[config.mk]
export PLATFORM = sky130hd
export DESIGN_NAME = zorder_tile_swizzle_rgb565
export DESIGN_NICKNAME = d
export VERILOG_FILES = /design/src/rtl/zts_pkg.sv /design/src/rtl/zorder_tile_swizzle_rgb565.sv
export SDC_FILE = /design/constraint.sdc
export NUM_CORES = 1
export LEC_CHECK = 0
export BUFFER_PORTS_ARGS = -buffer_cell sky130_fd_sc_hd__buf_2
export CAP_MARGIN = 20
export CORE_MARGIN = 1.5
export CORE_UTILIZATION = 50
export CTS_BUF_LIST = sky130_fd_sc_hd__clkbuf_4 sky130_fd_sc_hd__clkbuf_8
export DETAILED_ROUTE_END_ITERATION = 16
export GPL_TIMING_DRIVEN = 1
export MAX_ROUTING_LAYER = met4
export PLACE_DENSITY = 0.71
export REMOVE_ABC_BUFFERS = 1
export SLEW_MARGIN = 5
export SYNTH_ARGS = -nofsm -noshare
export SYNTH_HDL_FRONTEND = slang
export SYNTH_SLANG_ARGS = --single-unit
[constraint.sdc]
create_clock -name clk -period 9.9 [get_ports clk]
set_input_delay 0 -clock clk [delete_from_list [all_inputs] [get_ports clk]]
set_output_delay 0 -clock clk [all_outputs]
set_load 0.01 [all_outputs]
[src/rtl/zts_pkg.sv]
// Package for the Z-order tile swizzle block: mode and register codes,
// stream widths and the constant depth-conversion tables.
// No dependencies.
`default_nettype none

package zts_pkg;

	// Fixed widths of the stream and configuration fields.
	localparam int PIX_W     = 32;
	localparam int IDX_W     = 16;
	localparam int SIDE_W    = 8;
	localparam int MODE_W    = 2;
	localparam int CFG_IDX_W = 8;
	localparam int CFG_DAT_W = 8;

	// Default maximum image side in pixels.
	localparam int MAX_SIDE_DEF = 248;

	// Tile geometry: 8x8 tiles, 64 pixels walked in Morton order.
	localparam int TILE_PIX_W = 6;

	// Conversion modes.
	typedef enum logic [MODE_W-1:0] {
		MODE_565_TO_RGBA = 2'd0,
		MODE_RGBA_TO_565 = 2'd1,
		MODE_565_TO_ABGR = 2'd2,
		MODE_ABGR_TO_565 = 2'd3
	} mode_t;

	// Configuration register indexes.
	localparam logic [CFG_IDX_W-1:0] CFG_MODE = 8'd0;
	localparam logic [CFG_IDX_W-1:0] CFG_SIDE = 8'd1;

	// Reset values of the registers.
	localparam logic [SIDE_W-1:0] SIDE_RESET = 8'd8;

	// Table types for the depth conversions.
	typedef logic [7:0] lut5to8_t [32];
	typedef logic [7:0] lut6to8_t [64];
	typedef logic [4:0] lut8to5_t [256];
	typedef logic [5:0] lut8to6_t [256];

	// floor(c * out_max / in_max) by repeated subtraction; used only to
	// build the constant tables at elaboration.
	function automatic int unsigned scale_floor(int unsigned c, int unsigned out_max,
			int unsigned in_max);
		int unsigned n;
		int unsigned q;
		n = c * out_max;
		q = 0;
		for (int k = 0; k < 256; k++) begin
			if (n >= in_max) begin
				n = n - in_max;
				q = q + 1;
			end
		end
		return q;
	endfunction

	function automatic lut5to8_t build_5to8();
		lut5to8_t t;
		for (int i = 0; i < 32; i++) begin
			t[i] = 8'(scale_floor(i, 255, 31));
		end
		return t;
	endfunction

	function automatic lut6to8_t build_6to8();
		lut6to8_t t;
		for (int i = 0; i < 64; i++) begin
			t[i] = 8'(scale_floor(i, 255, 63));
		end
		return t;
	endfunction

	function automatic lut8to5_t build_8to5();
		lut8to5_t t;
		for (int i = 0; i < 256; i++) begin
			t[i] = 5'(scale_floor(i, 31, 255));
		end
		return t;
	endfunction

	function automatic lut8to6_t build_8to6();
		lut8to6_t t;
		for (int i = 0; i < 256; i++) begin
			t[i] = 6'(scale_floor(i, 63, 255));
		end
		return t;
	endfunction

	localparam lut5to8_t LUT_5TO8 = build_5to8();
	localparam lut6to8_t LUT_6TO8 = build_6to8();
	localparam lut8to5_t LUT_8TO5 = build_8to5();
	localparam lut8to6_t LUT_8TO6 = build_8to6();

endpackage

`default_nettype wire

[src/rtl/zorder_tile_swizzle_rgb565.sv]
// Z-order tile swizzle with RGB565 <-> 32-bit color conversion, top level.
// Depends on zts_pkg for codes, widths and the conversion tables.
//
// Usage: pixels arrive on the input channel (in_valid, in_stall, pixel_in)
// in tiled order: 8x8 tiles row by row, Morton order inside a tile. For
// each pixel one result leaves on the output channel (out_valid,
// out_stall) with the converted color, the row-major index, the index in
// the tiled stream and a flag on the last pixel of the image.
// An accepted pixel is registered in the input stage and then in the output
// register before out_valid rises for its result.
// The pixel passes one input stage that snapshots the traversal position,
// then the output register where the color tables and the y*side+x product
// are resolved. Throughput is one pixel per cycle while out_stall is low;
// the position counters advance once per accepted pixel.
// When the receiver stalls, the output register holds its transaction and
// the input stage still takes one more pixel; in_stall rises only when both
// stages are full. Configuration writes (cfg_valid, cfg_ready, cfg_index,
// cfg_data) are always taken and belong to idle periods; a write to either
// register restarts the traversal, and an index past the list is ignored.
// Reset sets mode 0, side 8 and clears the traversal and both stages; no
// clearing pass is needed.
`default_nettype none

module zorder_tile_swizzle_rgb565 #(
	parameter int MAX_SIDE = zts_pkg::MAX_SIDE_DEF
) (
	input  wire logic                          clk,
	input  wire logic                          arst_n,
	// Configuration write channel.
	input  wire logic                          cfg_valid,
	output logic                               cfg_ready,
	input  wire logic [zts_pkg::CFG_IDX_W-1:0] cfg_index,
	input  wire logic [zts_pkg::CFG_DAT_W-1:0] cfg_data,
	// Pixel input channel.
	input  wire logic                          in_valid,
	output logic                               in_stall,
	input  wire logic [zts_pkg::PIX_W-1:0]     pixel_in,
	// Result channel.
	output logic                               out_valid,
	input  wire logic                          out_stall,
	output logic [zts_pkg::PIX_W-1:0]          pixel_out,
	output logic [zts_pkg::IDX_W-1:0]          linear_index,
	output logic [zts_pkg::IDX_W-1:0]          tiled_index,
	output logic                               last_pixel
);
	import zts_pkg::*;

	// Tile counter widths follow from the largest side.
	localparam int MAX_TILES = MAX_SIDE / 8;
	localparam int TILE_W    = (MAX_TILES > 1) ? $clog2(MAX_TILES) : 1;
	localparam int TCNT_W    = $clog2(MAX_TILES + 1);
	localparam int COORD_W   = TILE_W + 3;
	localparam int PROD_W    = COORD_W + SIDE_W;
	localparam int SIDE_CAP  = MAX_TILES * 8;

	// Configuration registers and traversal state.
	mode_t                  mode_q;
	logic [SIDE_W-1:0]      side_q;
	logic [TILE_W-1:0]      col_q;
	logic [TILE_W-1:0]      row_q;
	logic [TILE_PIX_W-1:0]  wt_q;
	logic [IDX_W-1:0]       seq_q;

	// Input stage.
	logic                   valid_s1;
	logic [PIX_W-1:0]       pixel_s1;
	mode_t                  mode_s1;
	logic [SIDE_W-1:0]      side_s1;
	logic [TILE_W-1:0]      col_s1;
	logic [TILE_W-1:0]      row_s1;
	logic [TILE_PIX_W-1:0]  wt_s1;
	logic [IDX_W-1:0]       seq_s1;
	logic                   last_s1;

	// Output stage.
	logic                   valid_s2;
	logic [PIX_W-1:0]       pixel_s2;
	logic [IDX_W-1:0]       lin_s2;
	logic [IDX_W-1:0]       seq_s2;
	logic                   last_s2;

	logic                   cfg_we;
	logic                   cfg_hit;
	logic                   in_acc;
	logic                   adv;
	logic [SIDE_W-1:0]      eff_side;
	logic [TCNT_W-1:0]      eff_tiles;
	logic                   tile_end;
	logic                   col_end;
	logic                   row_end;
	logic                   last_now;

	logic [2:0]             sx;
	logic [2:0]             sy;
	logic [COORD_W-1:0]     x_c;
	logic [COORD_W-1:0]     y_c;
	logic [PROD_W-1:0]      prod;
	logic [IDX_W-1:0]       lin_c;
	logic [PIX_W-1:0]       color_c;

	// Handshakes. Only a write to a listed register restarts the walk.
	assign cfg_ready = 1'b1;
	assign cfg_we    = cfg_valid & cfg_ready;
	assign cfg_hit   = cfg_we & ((cfg_index == CFG_MODE) | (cfg_index == CFG_SIDE));
	assign adv       = valid_s1 & (~valid_s2 | ~out_stall);
	assign in_stall  = valid_s1 & valid_s2 & out_stall;
	assign in_acc    = in_valid & ~in_stall;

	// Effective side: low bits dropped, clamped to [8, SIDE_CAP].
	always_comb begin
		eff_side = {side_q[SIDE_W-1:3], 3'b000};
		if (eff_side < SIDE_W'(8)) begin
			eff_side = SIDE_W'(8);
		end
		if (eff_side > SIDE_W'(SIDE_CAP)) begin
			eff_side = SIDE_W'(SIDE_CAP);
		end
		eff_tiles = TCNT_W'(eff_side >> 3);
	end

	// End-of-tile, end-of-row and end-of-image conditions.
	assign tile_end = (wt_q == {TILE_PIX_W{1'b1}});
	assign col_end  = ((TCNT_W + 1)'(col_q) + (TCNT_W + 1)'(1)) >= (TCNT_W + 1)'(eff_tiles);
	assign row_end  = ((TCNT_W + 1)'(row_q) + (TCNT_W + 1)'(1)) >= (TCNT_W + 1)'(eff_tiles);
	assign last_now = tile_end & col_end & row_end;

	// Configuration registers and traversal counters.
	always_ff @(posedge clk or negedge arst_n) begin
		if (!arst_n) begin
			mode_q <= MODE_565_TO_RGBA;
			side_q <= SIDE_RESET;
			col_q  <= '0;
			row_q  <= '0;
			wt_q   <= '0;
			seq_q  <= '0;
		end else if (cfg_hit) begin
			if (cfg_index == CFG_MODE) begin
				mode_q <= mode_t'(cfg_data[MODE_W-1:0]);
			end else if (cfg_index == CFG_SIDE) begin
				side_q <= cfg_data[SIDE_W-1:0];
			end
			col_q <= '0;
			row_q <= '0;
			wt_q  <= '0;
			seq_q <= '0;
		end else if (in_acc) begin
			if (tile_end) begin
				wt_q <= '0;
				if (col_end) begin
					col_q <= '0;
					row_q <= row_end ? '0 : row_q + TILE_W'(1);
				end else begin
					col_q <= col_q + TILE_W'(1);
				end
			end else begin
				wt_q <= wt_q + TILE_PIX_W'(1);
			end
			seq_q <= last_now ? '0 : seq_q + IDX_W'(1);
		end
	end

	// Input stage valid.
	always_ff @(posedge clk or negedge arst_n) begin
		if (!arst_n) begin
			valid_s1 <= 1'b0;
		end else if (in_acc) begin
			valid_s1 <= 1'b1;
		end else if (adv) begin
			valid_s1 <= 1'b0;
		end
	end

	// Input stage payload: pixel and a snapshot of the traversal position.
	always_ff @(posedge clk) begin
		if (in_acc) begin
			pixel_s1 <= pixel_in;
			mode_s1  <= mode_q;
			side_s1  <= eff_side;
			col_s1   <= col_q;
			row_s1   <= row_q;
			wt_s1    <= wt_q;
			seq_s1   <= seq_q;
			last_s1  <= last_now;
		end
	end

	// Morton de-interleave and row-major index.
	assign sx    = {wt_s1[4], wt_s1[2], wt_s1[0]};
	assign sy    = {wt_s1[5], wt_s1[3], wt_s1[1]};
	assign x_c   = {col_s1, sx};
	assign y_c   = {row_s1, sy};
	assign prod  = PROD_W'(y_c) * PROD_W'(side_s1);
	assign lin_c = IDX_W'(prod + PROD_W'(x_c));

	// Color conversion through the constant depth tables.
	always_comb begin
		unique case (mode_s1)
			MODE_565_TO_RGBA: begin
				color_c = {8'hFF, LUT_5TO8[pixel_s1[15:11]],
					LUT_6TO8[pixel_s1[10:5]], LUT_5TO8[pixel_s1[4:0]]};
			end
			MODE_565_TO_ABGR: begin
				color_c = {LUT_5TO8[pixel_s1[4:0]], LUT_6TO8[pixel_s1[10:5]],
					LUT_5TO8[pixel_s1[15:11]], 8'hFF};
			end
			MODE_RGBA_TO_565: begin
				color_c = {16'h0000, LUT_8TO5[pixel_s1[23:16]],
					LUT_8TO6[pixel_s1[15:8]], LUT_8TO5[pixel_s1[7:0]]};
			end
			MODE_ABGR_TO_565: begin
				color_c = {16'h0000, LUT_8TO5[pixel_s1[7:0]],
					LUT_8TO6[pixel_s1[15:8]], LUT_8TO5[pixel_s1[23:16]]};
			end
			default: begin
				color_c = '0;
			end
		endcase
	end

	// Output register valid.
	always_ff @(posedge clk or negedge arst_n) begin
		if (!arst_n) begin
			valid_s2 <= 1'b0;
		end else if (adv) begin
			valid_s2 <= 1'b1;
		end else if (!out_stall) begin
			valid_s2 <= 1'b0;
		end
	end

	// Output register payload.
	always_ff @(posedge clk) begin
		if (adv) begin
			pixel_s2 <= color_c;
			lin_s2   <= lin_c;
			seq_s2   <= seq_s1;
			last_s2  <= last_s1;
		end
	end

	assign out_valid    = valid_s2;
	assign pixel_out    = pixel_s2;
	assign linear_index = lin_s2;
	assign tiled_index  = seq_s2;
	assign last_pixel   = last_s2;

	// The last pixel sits at the bottom-right corner, where both indexes meet.
	a_last_corner: assert property (@(posedge clk) disable iff (!arst_n)
		valid_s2 && last_s2 |-> lin_s2 == seq_s2)
		else $error("last pixel indexes disagree");

	// Inside a tile the Morton position steps by one per accepted pixel.
	a_wt_step: assert property (@(posedge clk) disable iff (!arst_n)
		in_acc && !cfg_hit && !tile_end |=> wt_q == $past(wt_q) + TILE_PIX_W'(1))
		else $error("within-tile position did not advance");

	// A zero stream position means the traversal is at the image origin.
	a_seq_origin: assert property (@(posedge clk) disable iff (!arst_n)
		seq_q == '0 |-> wt_q == '0 && col_q == '0 && row_q == '0)
		else $error("stream position and traversal out of step");

	// A full input stage with a free output register must move forward.
	a_no_bubble: assert property (@(posedge clk) disable iff (!arst_n)
		valid_s1 && !valid_s2 |=> valid_s2)
		else $error("input stage failed to advance");

endmodule

`default_nettype wire

==> results.json <==
{
  "outcome": "completed",
  "cpMaxStageDelayCell": "fa_1",
  "yosysWarnings": 0,
  "pin_count": 121,
  "crit_fanout": 8,
  "synthCells": 910,
  "worst-path-buf-inv": 4,
  "row_count": 51,
  "dieHeight_um": 144,
  "critPathLaunch": "side_s1[7]",
  "yosys_most_used_dff": "edfxtp_1",
  "irDropWorstVdd_v": 0.000116,
  "core-area_um2": 19500,
  "r2r_end": "linear_index[15]",
  "worstHoldPathType": "primary input to register",
  "start_util_pct": 50.9,
  "grt_pass1_vias": 6551,
  "wl_um": 20000,
  "drive_above_1_share_pct": 16.4,
  "worstPathCellList": "and2_1 -> fa_1 -> inv_1 -> fa_1 -> inv_1 -> fa_1 -> inv_1 -> fa_1 -> inv_1 -> ha_1 -> a21oi_1 -> o21ai_0 -> or4_1 -> and3_1 -> a211oi_1",
  "setup_viol": 0,
  "clock_path_buffers": 2,
  "drv_slew": 0,
  "synth_top_area_share_pct": 39.1,
  "ys_seq_area_share_pct": 49.4,
  "cts-root-buf": "clkbuf_8",
  "worstPathRequired_ps": 10190,
  "cts_tree": "yes",
  "worstMarginPinSlew_ps": 897,
  "final_core_util_pct": 58.4,
  "drt-vias-per-instance": 5.51,
  "cp.arrival_ps": 5000,
  "synth_area_leaders": "edfxtp_1, dfrtp_1, ha_1",
  "yosysUniqueCellTypes": 78,
  "fill_cells": 1595,
  "synth_common_cells": "edfxtp_1, inv_1, ha_1, nand2_1, nor2_1",
  "end_kind": "register",
  "clock-sinks": 170,
  "max-slew-margin-rel_pct": 40.2,
  "syn2layout_area_growth_pct": 14.7,
  "grt_util_all_layers_pct": 20.4,
  "firstDrtPassIters": 5,
  "clk_latency_ps": 460,
  "crit_end": "linear_index[15]",
  "grt_pass1_wl_um": 32000,
  "instances_no_fill": 1307,
  "grt_max_degree": 69,
  "tns_ps": 0,
  "skew_ps": 13.7,
  "avgSynthCellArea_um2": 10.9,
  "detail-route-antenna-nets": 0,
  "rsz0062_at_grt": "false",
  "antenna_cells": 0,
  "hpwl_um": 13600,
  "synth-edff-count": 129,
  "synth_area_um2": 9910,
  "remaining_drc_errors": 0,
  "die-area_um2": 20700,
  "layout.nets": 1171,
  "ys_ff_latch": 170,
  "powerDensity_nw_per_um2": 163,
  "worstSetupStartpointType": "register",
  "hold_violations": 0,
  "die_w_um": 144,
  "grt_overflow": 0,
  "r2r-start": "side_s1[7]",
  "worst-r2r-cell-count": 15,
  "fin_crit_sh_pct": 47.6,
  "clkTransAtPathRegs_ps": 90,
  "synth-async-reset-ratio_pct": 24.1,
  "htree_levels": 4,
  "p_leak_nw": 4.83,
  "cts_made_buffers": 17,
  "synth_area_leader_cell": "edfxtp_1",
  "reg2reg_slack_ps": 5180,
  "place_inst": 1239,
  "max_freq_mhz": 212,
  "critical-path-top-delay-family": "adder cells",
  "first_iter_violations": 521,
  "io_buffers": 110,
  "vias": 7199,
  "routedWlPerCell_um": 15.3,
  "drv_cap": 0,
  "period_minus_slack_ps": 4720,
  "cp_num_cells": 15,
  "place_congestion": 0.891,
  "crit_type": "register to register",
  "antenna_found_initial": 0,
  "max_stage_delay_ps": 530,
  "synth.most_common_cell": "edfxtp_1"
}
kinds of logic after synthesis:
group | share of synthesized area (%)
simple gates | 13.2
xor+xnor | 3.18
compound gates | 13.8
other cells | 0.0378
buf+inv | 5.04
fa+ha+maj | 12.9
mux | 2.39
flops | 49.4
per-layer routing:
metal	GRT usage [%]	share of wire [%]	vias to the layer above	wire [um]
met4	5.80	1.5	0	301
met2	32.0	48	196	9580
met1	27.1	46	3442	9240
met5	-	0	-	0
met3	4.13	4.4	30	886
li1	-	-	3531	-
state kept, by name (all words and copies together), names as in the netlist, 2 cells and up:
signal        flops
linear_index     16
seq_q            16
side_s1           5
wt_q              6
col_s1            5
pixel_out        32
mode_s1           2
wt_s1             6
row_s1            5
tiled_index      16
col_q             5
mode_q            2
pixel_s1         24
side_q            5
row_q             5
seq_s1           16
worst min path at each step:
stage | start | endpoint | slack (ps) | depth (start not counted)
CTS | cfg_index[2] | row_q[0] | 50 | 5
finish | cfg_index[0] | side_q[7] | 70 | 3
floorplan | arst_n | col_q[0] | -300 | 0
global placement | pixel_in[11] | pixel_s1[11] | 180 | 1
detailed placement | pixel_in[18] | pixel_s1[18] | 180 | 1
global route | cfg_index[0] | side_q[7] | 60 | 3
worst min-delay path, cell delays in order:
cell     delay (ps)
buf_2           120
nand2_1         200
mux2_2          190
layout make-up:
type	count	area [um2]	area share [%]
clock inverters	13	135	1.19
multi-input cells	616	4530	39.8
repair buffers	151	951	8.36
well taps	265	332	2.92
clock buffers	18	248	2.18
inverters	74	278	2.44
flip-flops and latches	170	4900	43.1
cell usage in the layout, fill, tap and decap left out, types with 19 or more instances in the layout:
cell           Yosys  routed
ha_1              66      66
xnor2_1           19      19
dfrtp_1           40      40
nand2_1           63      63
o21ai_0           39      39
and2_1            35      35
edfxtp_1         129     129
nor3_1            22      22
nor2_1            62      62
dlygate4sd3_1      0      37
inv_1             71      71
buf_2              3     110
nand3_1           20      20
a21oi_1           48      48
fa_1              22      22
power breakdown:
| part | total [mW] | switching [mW] | internal, mW |
|---|---|---|---|
| sequential | 0.961 | 0.0766 | 0.884 |
| clock | 0.474 | 0.262 | 0.211 |
| combinational | 0.416 | 0.230 | 0.185 |
| total | 1.85 | 0.570 | 1.28 |
per-stage QoR:
stage	worst slack (ps)	instance area [um2]	hold slack (ps)	power [mW]
after detailed placement	5200	10600	178	1.38
after floorplan	4190	9690	-296	1.25
after global placement	5250	10600	178	1.37
after CTS	5170	11400	52.7	1.87
final	5180	11400	75.0	1.85
after global routing	4860	11400	60.9	1.96
repair_timing:
action / 4_1_cts / 5_1_grt
endpoints found under the setup margin: 0 / 0
setup buffers: 0 / 0
hold buffers: 37 / 0
gates resized for setup: 0 / 0
endpoints found under the hold margin: 74 / 0
(Power assumes the default switching activity.)
